===== src/rtl/iff_pkg.sv =====
// ----------------------------------------------------------------------------
// IFF field finder package
// Shared types and constants for the IFF form field finder and its checker.
// ----------------------------------------------------------------------------
`default_nettype none

package iff_pkg;

  localparam logic [31:0] FORM_TAG = 32'h464F_524D;  // 'FORM'

  localparam int unsigned POS_W  = 33;  // byte offsets within the outer chunk
  localparam int unsigned SPAN_W = 34;  // child start plus header and data span

  localparam int unsigned CFG_IDX_W  = 1;
  localparam int unsigned CFG_DATA_W = 32;

  localparam logic [CFG_IDX_W-1:0] REG_WANTED_FORM_TYPE = 1'b0;
  localparam logic [CFG_IDX_W-1:0] REG_WANTED_FIELD     = 1'b1;

  // First child header sits after type, size and subtype of the outer FORM.
  localparam logic [POS_W-1:0] FIRST_CHILD = 33'd12;

  typedef enum logic [1:0] {
    OUTCOME_FOUND    = 2'd0,
    OUTCOME_MISMATCH = 2'd1,
    OUTCOME_NOTFOUND = 2'd2
  } outcome_e;

  typedef enum logic [1:0] {
    PH_IDLE  = 2'd0,
    PH_OUTER = 2'd1,
    PH_CHILD = 2'd2
  } phase_e;

  typedef struct packed {
    logic [7:0] data_byte;
    logic       start_of_form;
  } in_item_t;

  typedef struct packed {
    logic [1:0]       outcome;
    logic [POS_W-1:0] chunk_offset;
  } out_item_t;

endpackage

`default_nettype wire


===== src/rtl/iff_form_field_finder.sv =====
// ----------------------------------------------------------------------------
// IFF form field finder
// Byte-stream parser that locates a child chunk inside an outer IFF chunk.
// ----------------------------------------------------------------------------
// The block takes one byte per cycle with no gaps needed, as long as no
// finished result is held back: every byte is held in an input register,
// decoded against the header counters and a four-byte shift register, and
// any result lands in an output register. The input stays ready while a
// result waits, as long as the byte in the input register does not itself
// end a search. Each search that runs to its end gives one result: found
// with the child header offset, form type mismatch, or not found. A byte
// with start_of_form set always restarts the search; bytes outside a search
// are dropped. The user must write configuration through the plain write
// port only while no byte is in flight; the block itself does not enforce it.
`default_nettype none

module iff_form_field_finder (
  input  wire logic                               clk_i,
  input  wire logic                               rst_ni,
  input  wire logic                               cfg_we_i,
  input  wire logic [iff_pkg::CFG_IDX_W-1:0]      cfg_idx_i,
  input  wire logic [iff_pkg::CFG_DATA_W-1:0]     cfg_wdata_i,
  input  wire logic                               in_valid_i,
  output      logic                               in_ready_o,
  input  wire iff_pkg::in_item_t                  in_data_i,
  output      logic                               out_valid_o,
  input  wire logic                               out_ready_i,
  output      iff_pkg::out_item_t                 out_data_o
);
  import iff_pkg::*;

  // configuration
  logic [31:0] wanted_form_type_q, wanted_field_q;

  // input and output registers
  logic      in_valid_q;
  in_item_t  in_q;
  logic      out_valid_q, out_valid_d;
  out_item_t out_q;

  // parser state
  phase_e             phase_q, phase_d;
  logic [POS_W-1:0]   pos_q, pos_d;
  logic [31:0]        hs_q, hs_d;
  logic [POS_W-1:0]   end_q, end_d;
  logic [POS_W-1:0]   cs_q, cs_d;
  logic [POS_W-1:0]   cn_q, cn_d;
  logic [31:0]        ck_q, ck_d;

  // state as seen by the current byte (cleared by a start flag)
  phase_e             cur_ph;
  logic [POS_W-1:0]   cur_pos, cur_end, cur_cs, cur_cn;
  logic [31:0]        cur_hs, cur_ck;

  logic [31:0]        hs_new;
  logic [POS_W-1:0]   span;
  logic [POS_W-1:0]   rel;
  logic               before_child;
  logic [SPAN_W-1:0]  nxt;

  // decode results
  logic               fin;
  outcome_e           fin_code;
  logic               set_ck, set_end, set_cn;
  logic               enter;
  logic [SPAN_W-1:0]  enter_c;
  logic [POS_W-1:0]   end_eff;
  logic               enter_nf;
  logic               emit;
  outcome_e           emit_code;

  logic               advance;

  // hold only a byte that ends a search while a result still waits
  assign advance    = in_valid_q && (!emit || !out_valid_q || out_ready_i);
  assign in_ready_o = !in_valid_q || advance;

  always_comb begin
    if (in_q.start_of_form) begin
      cur_ph  = PH_OUTER;
      cur_pos = '0;
      cur_hs  = '0;
      cur_end = '0;
      cur_cs  = '0;
      cur_cn  = '0;
      cur_ck  = '0;
    end else begin
      cur_ph  = phase_q;
      cur_pos = pos_q;
      cur_hs  = hs_q;
      cur_end = end_q;
      cur_cs  = cs_q;
      cur_cn  = cn_q;
      cur_ck  = ck_q;
    end
  end

  assign hs_new       = {cur_hs[23:0], in_q.data_byte};
  // header size plus pad byte plus eight header bytes
  assign span         = POS_W'(33'd8 + {1'b0, hs_new} + {32'd0, hs_new[0]});
  assign rel          = cur_pos - cur_cs;
  assign before_child = cur_pos < cur_cs;
  assign nxt          = {1'b0, cur_cs} + {1'b0, span};

  // decode the current byte
  always_comb begin
    fin      = 1'b0;
    fin_code = OUTCOME_NOTFOUND;
    set_ck   = 1'b0;
    set_end  = 1'b0;
    set_cn   = 1'b0;
    enter    = 1'b0;
    enter_c  = '0;
    case (cur_ph)
      PH_OUTER: begin
        if (cur_pos == 33'd3) begin
          set_ck = 1'b1;
          if (hs_new != FORM_TAG && wanted_form_type_q != '0) begin
            fin      = 1'b1;
            fin_code = OUTCOME_MISMATCH;
          end
        end else if (cur_pos == 33'd7) begin
          set_end = 1'b1;
          if (cur_ck != FORM_TAG) begin
            enter   = 1'b1;
            enter_c = {1'b0, FIRST_CHILD};
          end
        end else if (cur_pos == 33'd11) begin
          if (hs_new != wanted_form_type_q) begin
            fin      = 1'b1;
            fin_code = OUTCOME_MISMATCH;
          end else begin
            enter   = 1'b1;
            enter_c = {1'b0, FIRST_CHILD};
          end
        end
      end
      PH_CHILD: begin
        if (!before_child) begin
          if (rel == 33'd3) begin
            set_ck = 1'b1;
            if (hs_new == wanted_field_q) begin
              fin      = 1'b1;
              fin_code = OUTCOME_FOUND;
            end
          end else if (rel == 33'd7) begin
            // nested FORM with room for a subtype: check it at byte eleven
            if (cur_ck == FORM_TAG && hs_new >= 32'd3) begin
              set_cn = 1'b1;
            end else begin
              enter   = 1'b1;
              enter_c = nxt;
            end
          end else if (rel == 33'd11) begin
            if (hs_new == wanted_field_q) begin
              fin      = 1'b1;
              fin_code = OUTCOME_FOUND;
            end else begin
              enter   = 1'b1;
              enter_c = {1'b0, cur_cn};
            end
          end
        end
      end
      default: begin
      end
    endcase
  end

  assign end_eff   = set_end ? span : cur_end;
  assign enter_nf  = enter && (enter_c >= {1'b0, end_eff});
  assign emit      = (cur_ph != PH_IDLE) && (fin || enter_nf);
  assign emit_code = fin ? fin_code : OUTCOME_NOTFOUND;

  // next state
  always_comb begin
    phase_d = cur_ph;
    pos_d   = cur_pos;
    hs_d    = cur_hs;
    end_d   = cur_end;
    cs_d    = cur_cs;
    cn_d    = cur_cn;
    ck_d    = cur_ck;
    if (cur_ph != PH_IDLE) begin
      pos_d = cur_pos + 33'd1;
      hs_d  = hs_new;
      if (set_ck) begin
        ck_d = hs_new;
      end
      if (set_end) begin
        end_d = span;
      end
      if (set_cn) begin
        cn_d = (nxt >= {1'b0, cur_end}) ? cur_end : nxt[POS_W-1:0];
      end
      if (fin || enter_nf) begin
        phase_d = PH_IDLE;
      end else if (enter) begin
        phase_d = PH_CHILD;
        cs_d    = enter_c[POS_W-1:0];
      end
    end
  end

  // output register handshake
  always_comb begin
    out_valid_d = out_valid_q;
    if (out_valid_q && out_ready_i) begin
      out_valid_d = 1'b0;
    end
    if (advance && emit) begin
      out_valid_d = 1'b1;
    end
  end

  always_ff @(posedge clk_i or negedge rst_ni) begin
    if (!rst_ni) begin
      wanted_form_type_q <= '0;
      wanted_field_q     <= '0;
    end else if (cfg_we_i) begin
      case (cfg_idx_i)
        REG_WANTED_FORM_TYPE: wanted_form_type_q <= cfg_wdata_i;
        REG_WANTED_FIELD:     wanted_field_q     <= cfg_wdata_i;
        default: begin
        end
      endcase
    end
  end

  always_ff @(posedge clk_i or negedge rst_ni) begin
    if (!rst_ni) begin
      in_valid_q  <= 1'b0;
      out_valid_q <= 1'b0;
      phase_q     <= PH_IDLE;
      pos_q       <= '0;
      hs_q        <= '0;
      end_q       <= '0;
      cs_q        <= '0;
      cn_q        <= '0;
      ck_q        <= '0;
    end else begin
      out_valid_q <= out_valid_d;
      if (in_valid_i && in_ready_o) begin
        in_valid_q <= 1'b1;
      end else if (advance) begin
        in_valid_q <= 1'b0;
      end
      if (advance) begin
        phase_q <= phase_d;
        pos_q   <= pos_d;
        hs_q    <= hs_d;
        end_q   <= end_d;
        cs_q    <= cs_d;
        cn_q    <= cn_d;
        ck_q    <= ck_d;
      end
    end
  end

  // payload registers
  always_ff @(posedge clk_i) begin
    if (in_valid_i && in_ready_o) begin
      in_q <= in_data_i;
    end
    if (advance && emit) begin
      out_q.outcome      <= emit_code;
      out_q.chunk_offset <= (fin && fin_code == OUTCOME_FOUND) ? cur_cs : '0;
    end
  end

  assign out_valid_o = out_valid_q;
  assign out_data_o  = out_q;

endmodule

`default_nettype wire


===== config.mk =====
export PLATFORM = sky130hd
export DESIGN_NAME = iff_form_field_finder
export DESIGN_NICKNAME = d
export VERILOG_FILES = /design/src/rtl/iff_pkg.sv /design/src/rtl/iff_form_field_finder.sv
export SDC_FILE = /design/constraint.sdc
export NUM_CORES = 1
export LEC_CHECK = 0
export ABC_AREA = 1
export BUFFER_PORTS_ARGS = -buffer_cell sky130_fd_sc_hd__buf_2
export CAP_MARGIN = 20
export CORE_MARGIN = 3
export CORE_UTILIZATION = 59
export CTS_BUF_LIST = sky130_fd_sc_hd__clkbuf_8
export DETAILED_ROUTE_END_ITERATION = 6
export HOLD_SLACK_MARGIN = 0.06
export PLACE_DENSITY = 0.79
export SLEW_MARGIN = 20
export SYNTH_ARGS = -nofsm -noshare
export SYNTH_HDL_FRONTEND = slang
export SYNTH_SLANG_ARGS = --single-unit

===== constraint.sdc =====
create_clock -name clk_i -period 9.2 [get_ports clk_i]
set_clock_uncertainty 0.05 [all_clocks]
set_input_delay 0.92 -clock clk_i [delete_from_list [all_inputs] [get_ports clk_i]]
set_output_delay 0.92 -clock clk_i [all_outputs]
set_load 0.005 [all_outputs]

==> results of run 1 <==
[worst max-delay path, delay by kind of cell (launching register included)]
kind                       cells  cell delay (ns)
and+or+nand+nor               25             4.50
adders and majority gates      2             0.67
DFF                            1             0.52
buffers and inverters          9             1.34
AOI/OAI and AO/OA              1             0.11
[state kept, by name, summed over array words and instances (netlist names)]
signal              count
ck_q                   32
cn_q                   33
end_q                  33
out_valid_o             1
out_data_o             35
phase_q                 2
pos_q                  33
wanted_field_q         32
hs_q                   24
wanted_form_type_q     32
cs_q                   33
hs_new                  8
in_q                    1
in_valid_q              1
[per-layer routing]
| metal | up-vias | wire [um] | track usage, % |
|---|---|---|---|
| met4 | 2 | 4560 | 17.0 |
| met5 | - | 12 | 0 |
| li1 | 12871 | - | - |
| met3 | 294 | 9080 | 6.61 |
| met1 | 12453 | 35400 | 51.6 |
| met2 | 1548 | 40000 | 61.5 |
[synthesized netlist by cell type, drive strengths merged, types with 3 or more instances]
cell type,instances
nand3b,42
nor3,39
ha,118
and2,6
a22oi,9
edfxtp,44
or4,3
dfrtp,256
nand3,322
inv,529
o22ai,5
o21a,8
o211ai,24
a21oi,124
o21ai,250
a21o,3
a211oi,4
o21bai,8
buf,74
or2,20
xor2,75
nand4,143
clkbuf,99
nand2,1302
a31oi,8
nor4,44
nor2,338
xnor2,44
[metrics by stage]
stage	instance area, um^2	hold slack (ns)	setup WS (ns)	total power, mW	TNS, ns
2_1_floorplan	25500	0.392	0.457	1.92	0
3_3_place_gp	26200	0.404	-0.130	2.15	-0.130
3_5_place_dp	26200	0.408	-0.128	2.16	-0.128
4_1_cts	27300	0.310	0.0790	3.41	0
5_1_grt	27500	0.344	0.0132	3.57	0
6_report	27500	0.279	0.364	3.43	0
[placed cells by master (no fill, tap or decap), types with 21 or more instances in the layout]
cell / count
xor2_1: 75
ha_1: 118
o211ai_1: 24
nor2_2: 21
nor4_1: 37
buf_2: 82
nor3_1: 35
inv_1: 540
a21oi_1: 121
o21ai_0: 247
nand2_1: 1290
xnor2_1: 43
clkbuf_8: 60
buf_4: 66
nand4_1: 142
dfrtp_1: 255
edfxtp_1: 44
nand3_1: 315
nor2_1: 313
nand3b_1: 42
[cell type report]
type,count,area (um^2)
Multi-Input combinational cell,2952,14900
Clock buffer,60,826
Antenna cell,1,2.50
Tap cell,577,722
Timing Repair Buffer,156,1080
Inverter,531,2000
Sequential cell,300,7730
Clock inverter,35,220
Fill cell,4087,14800
[cells by family after synthesis]
group / synth area share, %
simple gates: 38.4
compound gates: 9.65
fa+ha+maj: 5.96
flops: 30.4
mux: 0.0442
xor+xnor: 4.09
buf+inv: 11.5
[how the worst min path moves through the flow]
stage	endpoint	depth (start not counted)
finish	pos_q[28]	1
global route	hs_new[6]	1
CTS	pos_q[27]	1
detailed placement	ck_q[12]	2
global placement	end_q[19]	2
floorplan	ck_q[12]	2
[power by group]
| part | switching (mW) | internal [mW] | total [mW] |
|---|---|---|---|
| registers | 0.0610 | 1.41 | 1.47 |
| logic | 0.496 | 0.200 | 0.696 |
| clock network | 0.613 | 0.655 | 1.27 |
| total | 1.17 | 2.26 | 3.43 |
[what timing repair did]
item | 4_1_cts | 5_1_grt
setup buffers | 0 | 8
resized for setup | 7 | 22
cloned | 0 | 2
pin swaps | 0 | 4
setup endpoints to repair | 1 | 1
==> metrics, run 1 <==
worst reg2reg startpoint in_q[0]; Max IR drop VDD between 0.0001 and 0.00015 V; # DRC 8; Seq/Total Area, Yosys 30.4%; Finish-stage setup viols 0; static leakage around 15 nW; required time worst endpoint between 8 and 9 ns; die width 214 um; worst r2r dst cs_q[24]; Mapped Nets between 4,000 and 5,000; total number of vias approximately 27,000; slack of the worst reg-to-reg path 1.20 ns; Final Non-Filler Cells roughly 4,600; Synth Register Bits 300; Final Util between 60% and 70%; Final Slew Violations 0; Fin. Hold Viols 0; Final min period 8.84 ns; initial core utilization around 60%; Gate Count Post-Synth 3,956; Die Footprint between 0.04 and 0.05 mm^2; Worst Tran Pin Value around 1.2 ns; Area Overhead vs Synth 8.15%; Post-synth ARST share ~85%; RSZ-0062 raised after global routing no; CTS tree built; clk slew on worst S/H paths roughly 0.060 ns; Syn Area/Cell about 6.4 um^2; I/O Buffers 83; largest stage delay on the critical path around 0.52 ns; Yosys top cell by area dfrtp_1; Main synth FF type dfrtp_1; top cell type's share of synthesized area around 25%; RD Place Congestion between 1 and 1.5; Max Cap Viol 0; slew margin rel. 21.0%; Initial DRT Pass Iterations 7; grt ovf 0; worst-path fanout max 23; clock tree root buffer cell clkbuf_8; critical path endpoint category output pin; failing checks DRC; CTS sink cnt 300; CORE AREA around 0.042 mm^2; vias in the first global route 24,872; WL final 89.1 mm; CP dominant cell by count nand2_1; Clk Latency, worst-skew pair between 0.6 and 0.7 ns; routed len/inst ~19 um; number of distinct library cells after synthesis 57; Min-Delay Path Class input pin to asynchronous set/reset pin; Yosys Warn Count 0; share of cells above drive strength 1 7.86%; top post-synthesis cells by area dfrtp_1 25%, nand2_1 19%, inv_1 7.7%, nand3_1 6.3%, ha_1 5.8%; Worst EP arrival roughly 7.9 ns; antenna-violating nets left 0; Cell Rows 75; total track usage approximately two fifths; 1st-iter DRT viols approximately 3,400; initial antenna violation count 3; num ports 84; hpwl dp about 66 mm; slowest stage cell on the critical path edfxtp_1; cts bufs inserted 53; Final Cycle Share 96.0%; WS Path Type flip-flop to output pin; Mapped Area 0.0255 mm^2; Clock Path Buffers 3; vias per inst roughly 6; number of synthesized flops with an enable pin 44; CTS Hold Bufs 0; first-pass GRT wire length about 140 mm; Pwr Density approximately 120 mW/mm^2; critical path endpoint in_ready_o; Max Clock Freq 113 MHz; Cell Count Post-Placement 4,506; largest net degree at the start of global routing about 190; outcome finished, violations left; CP startpoint in_q[0]; Layout Nets roughly 4,200; critical path startpoint category flip-flop; H-tree levels 2; die extent in y 214 um; R2R depth 42
No activity file was read; power rests on OpenSTA's default activity.
==> run 2, diff against run 1 <==
--- a/config.mk
+++ b/config.mk
@@ -14,6 +14,7 @@
 export DETAILED_ROUTE_END_ITERATION = 6
 export HOLD_SLACK_MARGIN = 0.06
 export PLACE_DENSITY = 0.79
+export RECOVER_POWER = 50
 export SLEW_MARGIN = 20
 export SYNTH_ARGS = -nofsm -noshare
 export SYNTH_HDL_FRONTEND = slang
==> metrics, run 2 (synthesized netlist as in run 1, its figures left out) <==
outcome finished, violations left; failing checks capacitance limit, slew limit; CTS sink cnt 300 (unchanged); CP dominant cell by count inv_1; grt ovf 0 (unchanged); Final Slew Violations 391 (+391); Min-Delay Path Class input pin to flip-flop; # DRC 0 (-8); Fin. Hold Viols 0 (unchanged); Clock Path Buffers 3 (unchanged); routed len/inst 19.3 um (+0.15%); Worst EP arrival 7.85 ns (-0.02 ns); commonest non-fill, non-tap cell in the layout nand2_1; initial core utilization 60.1% (unchanged); Final min period 8.82 ns (-0.0196 ns); hold path cells 1; Finish-stage setup viols 0 (unchanged); worst reg2reg startpoint in_q[0]; Worst Tran Pin Value 6.70 ns (+5.53 ns); CORE AREA 0.0423 mm^2 (unchanged); slowest stage cell on the critical path edfxtp_1; die extent in y 214 um (unchanged); WS Path Type flip-flop to output pin; Cell Rows 75 (unchanged); H-tree levels 2 (unchanged); largest stage delay on the critical path 0.52 ns (about the same); antenna-violating nets left 0 (unchanged); CTS tree built; critical path startpoint category flip-flop; total number of vias 27,180 (+0.044%); Area Overhead vs Synth 7.88%; R2R depth 42 (unchanged); Die Footprint 0.0457 mm^2 (unchanged); Max IR drop VDD 0.000108 V (-0.28%); 1st-iter DRT viols 3,722 (+8.9%); Pwr Density 125 mW/mm^2 (+0.21%); cts bufs inserted 53 (unchanged); I/O Buffers 83 (unchanged); first-pass GRT wire length 137 mm (unchanged); share of cells above drive strength 1 6.87% (-0.99 points); required time worst endpoint 8.23 ns (about the same); largest net degree at the start of global routing 189 (unchanged); Max Cap Viol 5 (+5); vias per inst 5.89 (about the same); total track usage 38.4% (unchanged); Layout fillers 4,123 (+0.88%); vias in the first global route 24,872 (unchanged); most frequent cells in the layout 1,292 x nand2_1, 540 x inv_1, 315 x nand3_1; Clk Latency, worst-skew pair 0.68 ns (about the same); critical path endpoint category output pin; slew margin rel. -347% (-370 points); max reg flops 35 (unchanged); min-delay src in_data_i[8]; RD Place Congestion 1.03 (unchanged); Initial DRT Pass Iterations 6 (-1); clk slew on worst S/H paths 0.07 ns (about the same); WL final 89.2 mm (+0.15%); critical path buffer and inverter count 10 (+1); Layout Nets 4,161 (unchanged); CP top delay family simple AND/OR/NAND/NOR gates; Final Cycle Share 95.8% (-0.21 points); CP startpoint in_q[0]; num ports 84 (unchanged); initial antenna violation count 3 (unchanged); worst-path fanout max 23 (unchanged); Max Clock Freq 113 MHz (+0.22%); RSZ-0062 raised after global routing no; clock tree root buffer cell clkbuf_8; CTS Hold Bufs 0 (unchanged); die width 214 um (unchanged); static leakage 14.9 nW (-0.43%); Worst path depth 39 (+5.4%); Final Util 64.9% (-0.16 points); hpwl dp 65.9 mm (unchanged); WHS 0.369 ns (+0.0901 ns)
## run 2: per-layer routing
| layer | up-vias | GRT usage, % | wire length (um) |
|---|---|---|---|
| li1 | 12858 | - | - |
| met3 | 284 | 6.61 | 9490 |
| met4 | 2 | 17.0 | 4420 |
| met2 | 1540 | 61.5 | 40200 |
| met1 | 12496 | 51.6 | 35100 |
| met5 | - | 0 | 23 |
## run 2: cell type report
type	count	area [um^2]	area share [%]
Clock buffer	60	826	3.01
Inverter	531	2000	7.29
Antenna cell	1	2.50	0.00911
Multi-Input combinational cell	2952	14900	54.4
Tap cell	577	722	2.63
Timing Repair Buffer	156	1020	3.70
Sequential cell	300	7730	28.2
Clock inverter	35	220	0.802
## run 2: final timing paths
path	end	slack, ns
setup / recovery	in_ready_o	0.38
min in group asynchronous	pos_q[27]	2.70
max in group asynchronous	in_valid_q	1.64
hold reg to reg	end_q[23]	0.42
hold / removal	hs_new[7]	0.37
setup reg to reg	pos_q[11]	1.15
## run 2: worst reg2reg max path: cells and delay by family, from the launching register on
family,cells,cell delay [ns]
and+or+nand+nor,27,4.35
buffers and inverters,7,1.41
AOI/OAI and AO/OA,6,1.05
adders and majority gates,2,0.63
DFF,1,0.52
## run 2: power breakdown
| group | switching (mW) | internal (mW) |
|---|---|---|
| Combinational | 0.494 | 0.198 |
| Clock | 0.615 | 0.655 |
| Sequential | 0.0612 | 1.41 |
## run 2: per-stage QoR
step           setup slack, ns  setup TNS, ns  cell area (um^2)  std cells  power, mW
2_1_floorplan            0.457              0             25500       3956       1.92
3_3_place_gp            -0.130         -0.130             26200       4506       2.15
3_5_place_dp            -0.128         -0.128             26200       4506       2.16
4_1_cts                 0.0790              0             27300       4601       3.41
5_1_grt                 0.0131              0             27500       4612       3.57
6_report                 0.384              0             27500       4612       3.43
## run 2: what timing repair did
action,in CTS,in global routing
pin swaps,0,4
setup endpoints to repair,1,1
resized for setup,7,22
buffers inserted,0,8
cloned,0,2
